[src/sem_ram.sv]
// ----------------------------------------------------------------------------
// sem_ram: generic simple dual-port RAM
// One write port, one read port with registered read data.
// ----------------------------------------------------------------------------
module sem_ram #(
    parameter int WIDTH = 8,
    parameter int DEPTH = 16
) (
    input  logic                     i_clk,
    input  logic                     i_we,
    input  logic [$clog2(DEPTH)-1:0] i_waddr,
    input  logic [WIDTH-1:0]         i_wdata,
    input  logic                     i_re,
    input  logic [$clog2(DEPTH)-1:0] i_raddr,
    output logic [WIDTH-1:0]         o_rdata
);

    logic [WIDTH-1:0] r_mem [DEPTH];
    logic [WIDTH-1:0] r_rdata;

    always_ff @(posedge i_clk) begin
        if (i_we) begin
            r_mem[i_waddr] <= i_wdata;
        end
        if (i_re) begin
            r_rdata <= r_mem[i_raddr];
        end
    end

    assign o_rdata = r_rdata;

endmodule

[config.mk]
export PLATFORM = sky130hd
export DESIGN_NAME = sem_ram
export DESIGN_NICKNAME = d
export VERILOG_FILES = /design/src/sem_ram.sv
export SDC_FILE = /design/constraint.sdc
export NUM_CORES = 1
export LEC_CHECK = 0
export BUFFER_PORTS_ARGS = -buffer_cell sky130_fd_sc_hd__buf_4
export CAP_MARGIN = 40
export CORE_ASPECT_RATIO = 1.4
export CORE_MARGIN = 2
export CORE_UTILIZATION = 37
export DETAILED_ROUTE_END_ITERATION = 8
export GPL_ROUTABILITY_DRIVEN = 1
export HOLD_SLACK_MARGIN = 0.08
export SYNTH_ARGS = -nofsm -noshare
export SYNTH_HDL_FRONTEND = slang
export SYNTH_SLANG_ARGS = --single-unit
[constraint.sdc]
create_clock -name i_clk -period 2.4 [get_ports i_clk]
set_input_delay 0.48 -clock i_clk [delete_from_list [all_inputs] [get_ports i_clk]]
set_output_delay 0.48 -clock i_clk [all_outputs]
set_load 0.1 [all_outputs]
==> impl_metrics.tcl, run 1 <==
set metrics [dict create \
    fin_tns_setup_ns 0 \
    fin_crit_ns 1.67 \
    fmax_mhz 597 \
    p_leak_uw 0.00215 \
    p_per_area_nw_per_um2 915 \
    wl_per_cell_microns 20.6 \
    max_stage_delay_ns 0.58 \
    timing.rr.end "o_rdata[1]" \
    crit_buf_inv 2 \
    criticalPathCategory "in2reg" \
    critical_path.top_delay_family "multiplexers" \
    hold_slack_ns 0.364 \
    dp_hpwl_microns 6600 \
    ios 27 \
    crit_fanout 15 \
    ant_nets 0 \
    place_worst_setup_slack_ns 0.267 \
    portBuffers 26 \
    ir_worst_vdd_v 0.000442 \
    drtIter0Drc 220 \
    ff2ff_path_depth 3 \
    r2r_slack_ns 0.87 \
    worst_ep_arrival_time_ns 1.83 \
    critical_path.startpoint_type "primary input" \
    n_antenna_cell 0 \
    start_util 0.378 \
    grt_pass1_wl_microns 15400 \
    post-route-cell-area_sq_um 6380 \
    viasPerCell 5.11 \
    maxSlewViolCount 0 \
    rsz0062_at_grt "no" \
    dr.pass1.iters 5 \
    post_cts_buffers 0 \
    htreeDepth 4 \
    wl_microns 9910 \
    synth_cell_types 18 \
    worst_setup_path_end_kind "register" \
    grt_max_degree 33 \
    cts_buffer_depth 2 \
    syn_area_sq_um 5230 \
    hold_depth 1 \
    path_clk_slew_ns 0.06 \
    final_hold_viol_count 0 \
    cap_violations 0 \
    seq_area_frac_synth 0.781 \
    place_area_sq_um 5730 \
    drcViolationCount 0 \
    die-area_sq_um 15100 \
    dp.cells 450 \
    dr_total_vias 2463 \
    reg2reg_from "r_mem[2][1]" \
    path_cells "buf_4 -> buf_4 -> mux4_1 -> a22oi_1 -> nand2_1" \
    synth_nets 248 \
    cts_resized 0 \
    coreArea_sq_um 13800 \
    synthCells 229 \
    syn_avg_cell_area_sq_um 22.8 \
    relSlewSlack 0.506 \
    finalSetupViolCount 0 \
    layout.nets 303 \
    cp_slowest_cell "mux4_1" \
    cts_tree "built" \
    die_w_microns 104 \
    fp-row-count 51 \
    antenna_found_initial 0 \
    syn_to_final_growth_pct 22.0 \
    synth_warnings 0 \
    synth_seq_cells 136 \
    cts_sinks 136 \
    globalRouteOverflowTotal 0 \
    grt_pass1_vias 2713 \
    worstMarginPinSlew_ns 0.738 \
    crit_top_cell "buf_4" \
    root_buffer "clkbuf_16" \
    worstHoldEndpoint "o_rdata[0]" \
    numCtsBuffers 17 \
    clock_latency_ns 0.41 \
    worst_ep_required_time_ns 2.56 \
    layout-drive-gt1-share 0.320 \
    hp-class "in2reg" \
    setup_ws_ns 0.725 \
    die_height_microns 145 \
    finClkSkew_ns 0.00990 \
    gp_congestion 0.771 \
    holdBufCountCts 0 \
    grt.total_usage 0.144 \
    hold_start "i_re" \
    status "completed" \
    period_share 0.698 \
    finalNonFillerCells 482 \
]
-- registers in the layout (all words and copies together), names as in the netlist --
signal and flops:
r_mem 128, o_rdata 8
-- per-stage QoR --
| stage | power [uW] | utilization |
|---|---|---|
| 2_1_floorplan | 2960 | - |
| 3_3_place_gp | 3070 | 0.414 |
| 3_5_place_dp | 3080 | 0.414 |
| 4_1_cts | 5900 | 0.461 |
| 5_1_grt | 6020 | 0.461 |
| 6_report | 5840 | 0.461 |
-- worst register-to-register path: stages, from the launching register on --
cell      delay (ns)
edfxtp_1        0.37
mux4_1          0.50
a22oi_1         0.31
nand2_1         0.10
-- worst max path at each step --
| stage | from | end | cells after the start |
|---|---|---|---|
| after floorplan | i_waddr[2] | r_mem[0][0] | 2 |
| after global placement | i_raddr[0] | o_rdata[1] | 5 |
| after detailed placement | i_raddr[0] | o_rdata[1] | 5 |
| after CTS | i_raddr[0] | o_rdata[1] | 5 |
| after global routing | i_raddr[0] | o_rdata[5] | 5 |
| final | i_raddr[0] | o_rdata[1] | 5 |
-- logic make-up after synthesis --
group	synth area share
flip-flops	0.781
multiplexers	0.148
AO/OA/AOI/OAI	0.0230
AND/OR/NAND/NOR	0.0314
buffers and inverters	0.0165
-- cell type report --
cell class                      count  area (sq um)
Sequential cell                   136          4080
Clock buffer                       17           425
Multi-Input combinational cell     83          1060
Tap cell                          185           231
Timing Repair Buffer               46           358
Clock inverter                     15           221
Fill cell                        1179          7470
-- power by group --
| group | total (uW) | internal (uW) | leakage [uW] | switching [uW] |
|---|---|---|---|---|
| logic | 337 | 118 | 0.000606 | 219 |
| clock network | 2810 | 1850 | 0.000310 | 960 |
| registers | 2690 | 2680 | 0.00124 | 14.3 |
-- Yosys cell counts (all sizes together) --
cell / number / area [sq um]
and2b: 1 / 7.51
a22oi: 16 / 120
and2: 1 / 6.26
nand3b: 2 / 15.0
or3b: 1 / 8.76
edfxtp: 136 / 4080
nor3: 4 / 20.0
nor2b: 1 / 6.26
nor2: 13 / 48.8
clkdlybuf4s25: 3 / 30.0
mux4: 32 / 773
buf: 7 / 56.3
nand2: 9 / 33.8
nand2b: 2 / 12.5
nand3: 1 / 5.00
-- placed cells by master (no fill, tap or decap), drive strengths merged --
master    Yosys  routed
nand2b        2       2
nor2b         1       1
nand3b        2       2
or3b          1       1
bufinv        0       5
edfxtp      136     136
a22oi        16      16
nand2         9       9
and2          1       1
nor3          4       4
clkinvlp      0       2
mux4         32      32
buf           7      46
nor2         13      13
inv           0       4
clkbuf        0      17
and2b         1       1
clkinv        0       4
nand3         1       1
-- layer usage --
layer | vias to the layer above | GRT usage | wire [microns]
met2 | 67 | 0.257 | 5450
li1 | 1092 | - | -
met5 | - | 0 | 0
met3 | 8 | 0.0388 | 325
met1 | 1296 | 0.165 | 4040
met4 | 0 | 0.0626 | 97
Note: power is estimated with default switching activity, not from simulation.
==> run 2, diff against run 1 <==
==> constraint.sdc (replaced) <==
create_clock -name i_clk -period 1.5 [get_ports i_clk]
set_input_delay 0.3 -clock i_clk [delete_from_list [all_inputs] [get_ports i_clk]]
set_output_delay 0.3 -clock i_clk [all_outputs]
set_load 0.1 [all_outputs]
==> run 2 against run 1 <==
Effect of this change:
- first-iteration DRC count decreased by 8.6%
- register-to-register slack got worse by 0.81 ns
- global-route usage decreased by 0.19 points
- sequential power increased by 60%
- clock power increased by 36%
- power increased by 49%
- clock skew decreased by 0.0030 ns
- largest cell class unchanged
- largest power group is now sequential cells
==> impl_metrics.tcl, run 2 (synthesis gave the netlist of run 1 again) <==
set metrics [dict create \
    finClkSkew_ns 0.00692 \
    syn_to_final_growth_pct 21.7 \
    die-area_sq_um 15100 \
    cts_resized 1 \
    rsz0062_at_grt "no" \
    clkPwrFrac 0.439 \
    antenna_found_initial 0 \
    htreeDepth 4 \
    worstMarginPinSlew_ns 0.846 \
    post_cts_buffers 0 \
    criticalPathCategory "reg2reg" \
    final_hold_viol_count 0 \
    critical_path.top_delay_family "multiplexers" \
    worst_ep_arrival_time_ns 1.60 \
    drcViolationCount 0 \
    dp_hpwl_microns 6910 \
    fin_tns_setup_ns 0 \
    n_fill_cell 1155 \
    cp_slowest_cell "mux4_1" \
    cap_violations 0 \
    grt_pass1_vias 2568 \
    p_seq_frac 0.495 \
    wl_microns 10100 \
    cts_buffer_depth 2 \
    layout.nets 313 \
    path_cells "mux4_1 -> a22oi_2 -> nand2_1" \
    p_sw_uw 1790 \
    crit_buf_inv 0 \
    ios 27 \
    layout-drive-gt1-share 0.381 \
    top_register "r_mem" \
    drtIter0Drc 201 \
    maxSlewViolCount 0 \
    root_buffer "clkbuf_16" \
    fin_crit_ns 1.44 \
    hp-class "in2reg" \
    critical_path.startpoint_type "register" \
    numCtsBuffers 17 \
    p_int_uw 6910 \
    ant_nets 0 \
    worst_setup_path_end_kind "register" \
    p_per_area_nw_per_um2 1370 \
    combPwrFrac 0.066 \
    holdBufCountCts 0 \
    grt_max_degree 19 \
    start_util 0.378 \
    die_height_microns 145 \
    cts_sinks 136 \
    hold_slack_ns 0.196 \
    period_share 0.962 \
    p_leak_uw 0.00212 \
    viasPerCell 4.99 \
    fmax_mhz 693 \
    fp-row-count 51 \
    swShare 0.206 \
    grt.total_usage 0.143 \
    largest_register_ffs 128 \
    worst_ep_required_time_ns 1.66 \
    grt_pass1_wl_microns 15200 \
    globalRouteOverflowTotal 0 \
    n_antenna_cell 0 \
    gp_congestion 0.765 \
    cts_tree "built" \
    relSlewSlack 0.434 \
    status "completed" \
    ir_worst_vdd_v 0.000709 \
    crit_fanout 1 \
    path_clk_slew_ns 0.06 \
    wl_per_cell_microns 20.5 \
    portBuffers 26 \
    max_stage_delay_ns 0.53 \
    finalSetupViolCount 0 \
    coreArea_sq_um 13800 \
    dr_total_vias 2457 \
    dr.pass1.iters 4 \
    clock_latency_ns 0.41 \
    die_w_microns 104 \
    layout_common_cells "136 x edfxtp_1, 52 x buf_4, 31 x mux4_2" \
    layout_commonest_cell "edfxtp_1" \
]
[run 2: changes by cell type in the layout (fill, tap and decap cells not counted)]
cell and delta:
a22oi_1 -3, bufinv_16 -3, mux4_1 -13, clkinv_1 +1, clkinv_4 -1, buf_4 +7, inv_6 -4, clkinv_2 +3
nor3_2 +1, a22oi_2 +3, mux4_2 +13, nor3_1 -1, buf_12 +3, clkbuf_1 +4
[run 2: per-stage QoR]
stage / worst slack (ns) / cell area [sq um] / std cells / total power (uW) / utilization
after floorplan: -0.0661 / 5220 / 229 / 4750 / -
after global placement: -0.279 / 5800 / 460 / 4950 / 0.419
after detailed placement: -0.301 / 5800 / 460 / 4970 / 0.419
after CTS: 0.0554 / 6350 / 492 / 8770 / 0.459
after global routing: 0.0113 / 6360 / 492 / 8960 / 0.459
final: 0.0575 / 6360 / 492 / 8710 / 0.459
[run 2: cell type report]
cell class | instances | area, sq um | area share
multi-input combinational | 83 | 1030 | 0.162
sequential | 136 | 4080 | 0.642
tap | 185 | 231 | 0.0364
clock buffer | 21 | 440 | 0.0692
clock inverter | 11 | 106 | 0.0167
timing repair buffer | 56 | 470 | 0.0740
[run 2: per-layer routing]
layer,track usage,wire (microns),up-vias
li1,-,-,1098
met1,0.163,3900,1268
met2,0.254,5610,76
met3,0.0388,450,15
met4,0.0569,146,0
met5,0,0,-
[run 2: power by group through the flow]
stage / logic [uW] / registers, uW / clock network, uW
finish: 577 / 4310 / 3820
floorplan: 235 / 4510 / 0
detailed placement: 582 / 4390 / 0
global route: 613 / 4310 / 4030
global placement: 571 / 4380 / 0
CTS: 585 / 4310 / 3870
[run 2: worst paths after layout]
path | startpoint | to | slack, ns | depth (start not counted)
hold reg to reg | r_mem[15][5] | o_rdata[5] | 0.75 | 3
hold / removal | i_wdata[6] | r_mem[7][6] | 0.20 | 1
setup / recovery | r_mem[1][0] | o_rdata[0] | 0.06 | 3
setup reg to reg | r_mem[1][0] | o_rdata[0] | 0.06 | 3
