<file path="config.mk">
export PLATFORM = sky130hd
export DESIGN_NAME = sem_root
export DESIGN_NICKNAME = d
export VERILOG_FILES = /design/src/sem_pkg.sv /design/src/sem_root.sv
export SDC_FILE = /design/constraint.sdc
export NUM_CORES = 1
export LEC_CHECK = 0
export ABC_AREA = 1
export BUFFER_PORTS_ARGS = -buffer_cell sky130_fd_sc_hd__buf_2
export CORE_MARGIN = 2
export CORE_UTILIZATION = 38
export DETAILED_ROUTE_END_ITERATION = 10
export SLEW_MARGIN = 20
export SYNTH_ARGS = -nofsm -noshare
export SYNTH_HDL_FRONTEND = slang
export SYNTH_SLANG_ARGS = --single-unit
</file>
<file path="constraint.sdc">
create_clock -name i_clk -period 4.7 [get_ports i_clk]
set_input_delay 0.47 -clock i_clk [delete_from_list [all_inputs] [get_ports i_clk]]
set_output_delay 0.47 -clock i_clk [all_outputs]
set_load 0.02 [all_outputs]
</file>
<file path="src/sem_pkg.sv">
// ----------------------------------------------------------------------------
// sem_pkg: shared constants and types for the Sobel edge magnitude block
// Frame limits, register indexes, field widths and the pixel type.
// ----------------------------------------------------------------------------
package sem_pkg;

    localparam int MAX_WIDTH  = 1024;
    localparam int MAX_HEIGHT = 4096;
    localparam int COL_W      = $clog2(MAX_WIDTH);
    localparam int AW_W       = COL_W + 1;
    localparam int ROW_W      = 13;
    localparam int AH_W       = 13;
    localparam int PEND_W     = 11;
    localparam int SQ_W       = 21;
    localparam int GRAD_W     = 11;
    localparam int MAG_W      = 8;
    localparam int CFG_DATA_W = 13;

    localparam logic [MAG_W-1:0] MAG_CAP = 8'd255;

    localparam logic [AW_W-1:0] WIDTH_RESET  = 11'd640;
    localparam logic [AH_W-1:0] HEIGHT_RESET = 13'd480;

    localparam logic CFG_FRAME_WIDTH  = 1'b0;
    localparam logic CFG_FRAME_HEIGHT = 1'b1;

    typedef logic [23:0] t_pix;

endpackage

</file>
<file path="src/sem_root.sv">
// ----------------------------------------------------------------------------
// sem_root: rounded integer square root, one result bit per cycle
// Digit-by-digit root, then round to nearest and clamp.
// ----------------------------------------------------------------------------
module sem_root (
    input  logic                         i_clk,
    input  logic                         i_rst_n,
    input  logic                         i_start,
    input  logic [sem_pkg::SQ_W-1:0]     i_sq,
    output logic                         o_done,
    output logic [sem_pkg::MAG_W-1:0]    o_mag
);

    logic [sem_pkg::SQ_W-1:0] r_rem;
    logic [sem_pkg::SQ_W-1:0] r_res;
    logic [sem_pkg::SQ_W-1:0] r_bit;
    logic                     r_busy;
    logic                     r_done;
    logic [sem_pkg::SQ_W:0]   trial;
    logic [sem_pkg::SQ_W:0]   rounded;

    assign trial = {1'b0, r_res} + {1'b0, r_bit};

    always_ff @(posedge i_clk) begin
        if (!i_rst_n) begin
            r_busy <= 1'b0;
            r_done <= 1'b0;
        end else if (i_start) begin
            r_busy <= 1'b1;
            r_done <= 1'b0;
        end else if (r_busy && r_bit[0]) begin
            r_busy <= 1'b0;
            r_done <= 1'b1;
        end
    end

    always_ff @(posedge i_clk) begin
        if (i_start) begin
            r_rem <= i_sq;
            r_res <= '0;
            r_bit <= {1'b1, {(sem_pkg::SQ_W-1){1'b0}}};
        end else if (r_busy) begin
            // accept the trial digit when the remainder covers it
            if ({1'b0, r_rem} >= trial) begin
                r_rem <= r_rem - trial[sem_pkg::SQ_W-1:0];
                r_res <= (r_res >> 1) + r_bit;
            end else begin
                r_res <= r_res >> 1;
            end
            r_bit <= r_bit >> 2;
        end
    end

    // remainder above the root means the true root lies past the half point
    assign rounded = {1'b0, r_res} + {{sem_pkg::SQ_W{1'b0}}, (r_rem > r_res)};
    assign o_mag   = (rounded > {{(sem_pkg::SQ_W+1-sem_pkg::MAG_W){1'b0}}, sem_pkg::MAG_CAP})
                     ? sem_pkg::MAG_CAP : rounded[sem_pkg::MAG_W-1:0];
    assign o_done  = r_done;

endmodule

</file>
==> results of run 1 <==
registers in the layout (all words and copies together) (netlist names):
name    flops
r_busy      1
r_bit      11
r_rem      21
r_res      21
o_done      1
kinds of logic (layout without fill, tap and decap cells):
group / Yosys count / in the layout
AND/OR/NAND/NOR: 505 / 505
AO/OA/AOI/OAI: 158 / 158
buffers and inverters: 149 / 167
adder cells (fa/ha/maj): 68 / 68
flip-flops: 55 / 55
XOR/XNOR: 45 / 45
worst min path at each step:
stage          slack [ps]        end  cells after the start      start
6_report              410     r_busy                      3    i_rst_n
2_1_floorplan         480  r_bit[18]                      2  r_bit[20]
3_3_place_gp          500     o_done                      2     o_done
4_1_cts               400     r_busy                      3    i_rst_n
3_5_place_dp          510     o_done                      2     o_done
5_1_grt               420     r_busy                      3    i_rst_n
cell usage in the layout (no fill, tap or decap), types with 2 or more instances in the layout:
cell,count
clkbuf_16,5
a21oi_2,9
nor2_1,75
buf_2,32
o31ai_1,2
nor3_1,9
o21ai_0,49
edfxtp_1,21
or2_2,10
nor4_1,3
clkinv_1,4
a21oi_1,73
nand3_1,85
inv_1,108
o221ai_1,2
o21bai_1,7
a31oi_1,2
inv_2,3
clkinv_4,2
nand2_4,3
ha_1,67
nand4_1,31
nor2_2,5
buf_4,12
xor2_1,30
o21ai_1,4
xnor2_1,15
a21o_1,2
nand2_2,14
nand3_2,9
dfxtp_1,34
nand2_1,257
o21a_1,2
o41ai_1,2
worst reg2reg max path: cells and delay by family, from the launching register on:
kind / cells / cell delay (ps)
buffers and inverters: 2 / 350
xor gates and xnor gates: 1 / 80
DFF: 1 / 410
adders and majority gates: 3 / 850
and+or+nand+nor: 12 / 1310
AOI/OAI and AO/OA: 3 / 740
layout make-up:
type | instances | share of cell area
inverters | 115 | 0.0632
clock inverters | 2 | 0.00256
multi-input cells | 776 | 0.647
well taps | 220 | 0.0403
clock buffers | 6 | 0.0189
repair buffers | 44 | 0.0366
flip-flops and latches | 55 | 0.192
power breakdown:
| group | switching, mW | leakage, nW | internal [mW] |
|---|---|---|---|
| Combinational | 1.62 | 2.53 | 0.883 |
| Clock | 0.187 | 0.0710 | 0.200 |
| Sequential | 0.162 | 0.489 | 0.661 |
| Total | 1.97 | 3.09 | 1.75 |
stage by stage:
step	cell area, um^2	total power [mW]	cells
after floorplan	6350	2.72	980
after CTS	6830	3.72	1218
after global routing	6830	4.09	1218
after global placement	6690	3.32	1210
final	6830	3.72	1218
after detailed placement	6690	3.32	1210
metal layers:
layer	up-vias	track usage
met5	-	0
met4	0	0.0408
met3	8	0.0308
met2	177	0.348
met1	2869	0.310
li1	3291	-
==> results.yml, run 1 <==
logic_synthesis:
  synth_xor_area_frac: 0.0621
  ys_seq_elements: 55
  synth_cell_types: 43
  synth_adder_area_share: 0.135
  yosys_warnings: 0
  synth.top_cell.area_share: 0.152
  synth.mux.area_fraction: 0
  synthMostInstantiatedCell: "nand2_1"
  synth_area_um2: 6350
  synth_nets: 1072
  postSynthCellCount: 980
  async_flop_share: 0
  synth_edf_count: 21
  synth_top_family_by_area: "simple AND/OR/NAND/NOR gates"
  synth_common_cells: "nand2_1, inv_1, nand3_1, nor2_1, a21oi_1"
  synth_area_leader_cell: "nand2_1"
  avgSynthCellArea_um2: 6.48
  synth_compound_area_frac: 0.140
  synthSimpleGateAreaFrac: 0.359
  synth-seq-area-share: 0.207
  synth.top_cells.by_area: "nand2_1, ha_1, dfxtp_1"
  synth_ff_type: "dfxtp_1"
sta:
  rsz0062_at_grt: "false"
  max_slew_margin: 0.316
  clock_skew_ps: 8.08
  max_freq_mhz: 238
  setup_viol_count_final: 0
  finalHoldViolCount: 0
  fin_crit_ps: 4200
  period_share: 0.894
  whs_ps: 406
  slew_violations: 0
  tns_ps: 0
  tightest_slew_ps: 1020
  worst_slack_ps: 497
run_status:
  run_status: "completed"
global_routing:
  antenna_found_initial: 0
  grt_pass1_wl_mm: 30.5
  first_global_vias: 5643
  grt_max_degree: 37
  overflow: 0
  grtUsageTotal: 0.216
clocking:
  cts.path.max_buffers: 2
  path_clk_slew_ps: 80
  htree_levels: 2
  post_cts_resized: 0
  cts_setup_buffers: 0
  cts_tree: "built"
  hold_buffers: 0
  clock_latency_ps: 310
  cts.sinks: 55
  cts_root_buf: "clkbuf_16"
  cts_buffers: 5
routing:
  wl_met2_mm: 8.48
  drt-pass1-iter-count: 6
  wl_met3_mm: 1.04
  post_drt_wl_per_cell_um: 15.5
  wl_met1_mm: 9.22
  via_per_inst: 5.21
  drc_errors: 0
  drtIter0Drc: 586
  ant_nets: 0
  routed_wl_mm: 18.9
  vias: 6345
  dr.max_layer_used: "met4"
placed_design:
  place_congestion: 0.952
  hpwl_mm: 15.0
  dpl_worst_slack_ps: 659
  portBuffers: 32
worst_setup_path:
  timing.rr.start: "r_bit[0]"
  worstSetupPathType: "reg2out"
  rr_endpoint: "r_rem[12]"
  path_depth: 18
  worst-path-buf-inv: 3
  cp_slowest_cell: "dfxtp_1"
  crit_end: "o_mag[7]"
  slowest_delay_ps: 630
  path_cells: "inv_1, ha_1, nand2_1, nor3_1, nand4_1, nand3_1, o41ai_1, inv_1, ha_1, ha_1, nand3_1, nor3_2, nand2_1, nor2_1, nor2_1, nor3_4, nand4_1, buf_2"
  startpoint: "r_res[14]"
  start_kind: "register"
  critical_path_arrival_ps: 3730
  path_max_fanout: 12
  worst_ep_required_time_ps: 4230
  cpMostUsedCell: "ha_1"
  cp-end-kind: "output port"
  reg2reg_slack_ps: 630
  crit_family: "simple AND/OR/NAND/NOR gates"
  rr_worst_depth: 21
finish:
  n_antenna_cell: 0
  utilization: 0.415
  fill_cells: 1800
  area.sequential_um2: 1310
  area_growth_pct: 7.61
  drive_gt1_frac: 0.107
  multi_input_area_um2: 4420
  nets: 1089
floorplanning:
  ioPinCount: 33
  die_h_um: 133
  dieArea_um2: 17800
  die_x_um: 133
  initial_core_util: 0.386
  core_area_um2: 16500
  fp-row-count: 47
power:
  peakVddDrop_mv: 0.215
  power.density_nw_per_um2: 544
  p_leak_nw: 3.09
job:
  cap_violations: 0
worst_hold_path:
  min_path_type: "in2reg"
Power figures use the tool's default switching activity.
==> inputs of run 2 (changes only) <==
--- a/config.mk
+++ b/config.mk
@@ -6,7 +6,7 @@
 export NUM_CORES = 1
 export LEC_CHECK = 0
 export ABC_AREA = 1
-export BUFFER_PORTS_ARGS = -buffer_cell sky130_fd_sc_hd__buf_2
+export BUFFER_PORTS_ARGS = -buffer_cell sky130_fd_sc_hd__clkbuf_2
 export CORE_MARGIN = 2
 export CORE_UTILIZATION = 38
 export DETAILED_ROUTE_END_ITERATION = 10
==> run 2 against run 1 <==
Against the previous run: total power up 0.48%; sequential share of layout area about the same; cell area down 0.22%; highest routed layer unchanged; clock-buffer cell count unchanged; critical endpoint is now o_mag[5]; maximum frequency down 0.74%; via count down 0.61%; routed wire length up 1.9%; utilization down 0.091 points; global-route usage up 0.42 points; register-to-register slack worse by 70 ps.
==> results.yml, run 2 (synthesis gave the netlist of run 1 again) <==
run_status:
  run_status: "completed"
worst_setup_path:
  worst_ep_required_time_ps: 4230
  rr_endpoint: "r_rem[13]"
  crit_family: "simple AND/OR/NAND/NOR gates"
  cpMostUsedCell: "ha_1"
  slowest_delay_ps: 540
  cp_slowest_cell: "dfxtp_1"
  worst-path-buf-inv: 3
  path_cells: "inv_1, ha_1, nand2_1, nor3_1, nand4_1, nand3_1, o41ai_1, inv_1, ha_1, ha_1, nand3_1, nor3_2, nand2_1, nor2_1, nor2_1, nor3_4, nand4_1, clkbuf_2"
  reg2reg_slack_ps: 560
  rr_worst_depth: 21
  worstSetupPathType: "reg2out"
  start_kind: "register"
  critical_path_arrival_ps: 3760
  timing.rr.start: "r_bit[0]"
  path_max_fanout: 9
  cp-end-kind: "output port"
clocking:
  htree_levels: 2
  cts_buffers: 5
  hold_buffers: 0
  path_clk_slew_ps: 80
  cts.path.max_buffers: 2
  cts_root_buf: "clkbuf_16"
  cts_setup_buffers: 0
  clock_latency_ps: 310
  post_cts_resized: 0
  cts_tree: "built"
  cts.sinks: 55
finish:
  instances_no_fill: 1216
  top_regs: "r_rem x21, r_res x21, r_bit x11"
  area_growth_pct: 7.37
  drive_gt1_frac: 0.105
  nets: 1087
  final_area_um2: 6820
  n_antenna_cell: 0
  mostFrequentLayoutCell: "nand2_1"
  mostFrequentLayoutCells: "nand2_1, inv_1, nand3_1, nor2_1, a21oi_1"
global_routing:
  first_global_vias: 5834
  grtUsageTotal: 0.220
  grt_max_degree: 37
  grt_pass1_wl_mm: 31.1
  overflow: 0
  antenna_found_initial: 0
sta:
  period_share: 0.901
  finalHoldViolCount: 0
  whs_ps: 393
  tightest_slew_ps: 1080
  fin_crit_ps: 4230
  tns_ps: 0
  rsz0062_at_grt: "false"
  max_slew_margin: 0.275
  clock_skew_ps: 7.82
  slew_violations: 0
  max_freq_mhz: 236
  setup_viol_count_final: 0
floorplanning:
  core_area_um2: 16500
  die_x_um: 133
  initial_core_util: 0.386
  ioPinCount: 33
  die_h_um: 133
  dieArea_um2: 17800
  fp-row-count: 47
power:
  power.total_mw: 3.73
  p_leak_nw: 3.09
  power.density_nw_per_um2: 548
  peakVddDrop_mv: 0.212
worst_hold_path:
  min_path_type: "in2reg"
  holdPathStages: 3
  min_to: "r_busy"
  worstHoldStart: "i_rst_n"
placed_design:
  portBuffers: 32
  place_inst: 1208
  hpwl_mm: 15.2
  dpl_cell_area_um2: 6670
  place_congestion: 0.924
routing:
  drc_errors: 0
  via_per_inst: 5.19
  routed_wl_mm: 19.2
  drt-pass1-iter-count: 5
  vias: 6306
  post_drt_wl_per_cell_um: 15.8
  ant_nets: 0
  drtIter0Drc: 506
job:
  cap_violations: 0
==> run 2: cell count changes in the layout (fill, tap and decap cells not counted), sizes merged <==
| cell | delta |
|---|---|
| buf | -34 |
| clkbuf | +32 |
==> run 2: area by class of cell <==
cell class	count	area [um^2]
Clock inverter	2	17.5
Fill cell	1819	9650
Tap cell	220	275
Timing Repair Buffer	42	235
Inverter	115	432
Multi-Input combinational cell	776	4420
Clock buffer	6	129
Sequential cell	55	1310
==> run 2: layer usage <==
metal  vias to the layer above  track usage  routed length, um
li1                       3291            -                  -
met5                         -            0                  0
met1                      2838        0.319               9530
met3                        23       0.0270                830
met2                       154        0.348               8550
met4                         0       0.0538                326
==> run 2: report_power, final <==
group          internal (mW)  switching, mW  total (mW)
logic                  0.878           1.63        2.51
clock network          0.201          0.191       0.391
registers              0.661          0.173       0.834
total                   1.74           1.99        3.73
==> run 2: per-stage QoR <==
step	util	setup WS [ps]
after floorplan	-	984
after global placement	0.405	653
after detailed placement	0.405	612
after CTS	0.414	494
after global routing	0.414	97.1
final	0.414	466
==> run 2: worst max-delay path by stage <==
stage / to / cells past startpoint / slack, ps / start
after CTS: o_mag[7] / 18 / 490 / r_res[13]
after global placement: r_rem[18] / 21 / 650 / r_bit[0]
after floorplan: r_rem[0] / 21 / 980 / r_res[0]
final: o_mag[5] / 18 / 470 / r_res[15]
after detailed placement: r_rem[18] / 21 / 610 / r_bit[0]
after global routing: o_mag[7] / 18 / 100 / r_res[14]
==> run 2: worst register-to-register path: stages (launching register included) <==
cell and delay (ps):
dfxtp_1 420, ha_1 240, ha_1 280, nand4_1 120, a21oi_1 300, a21boi_1 160
o21ai_0 300, nand2_1 80, nand2_1 80, xnor2_1 90, ha_1 350, nand2_1 120
nor2_1 150, inv_1 60, nor2_2 90, nand3_1 90, nand3_2 130, nand2_4 180
nand2_4 120, nand2_1 50, nand2_1 70, buf_4 300
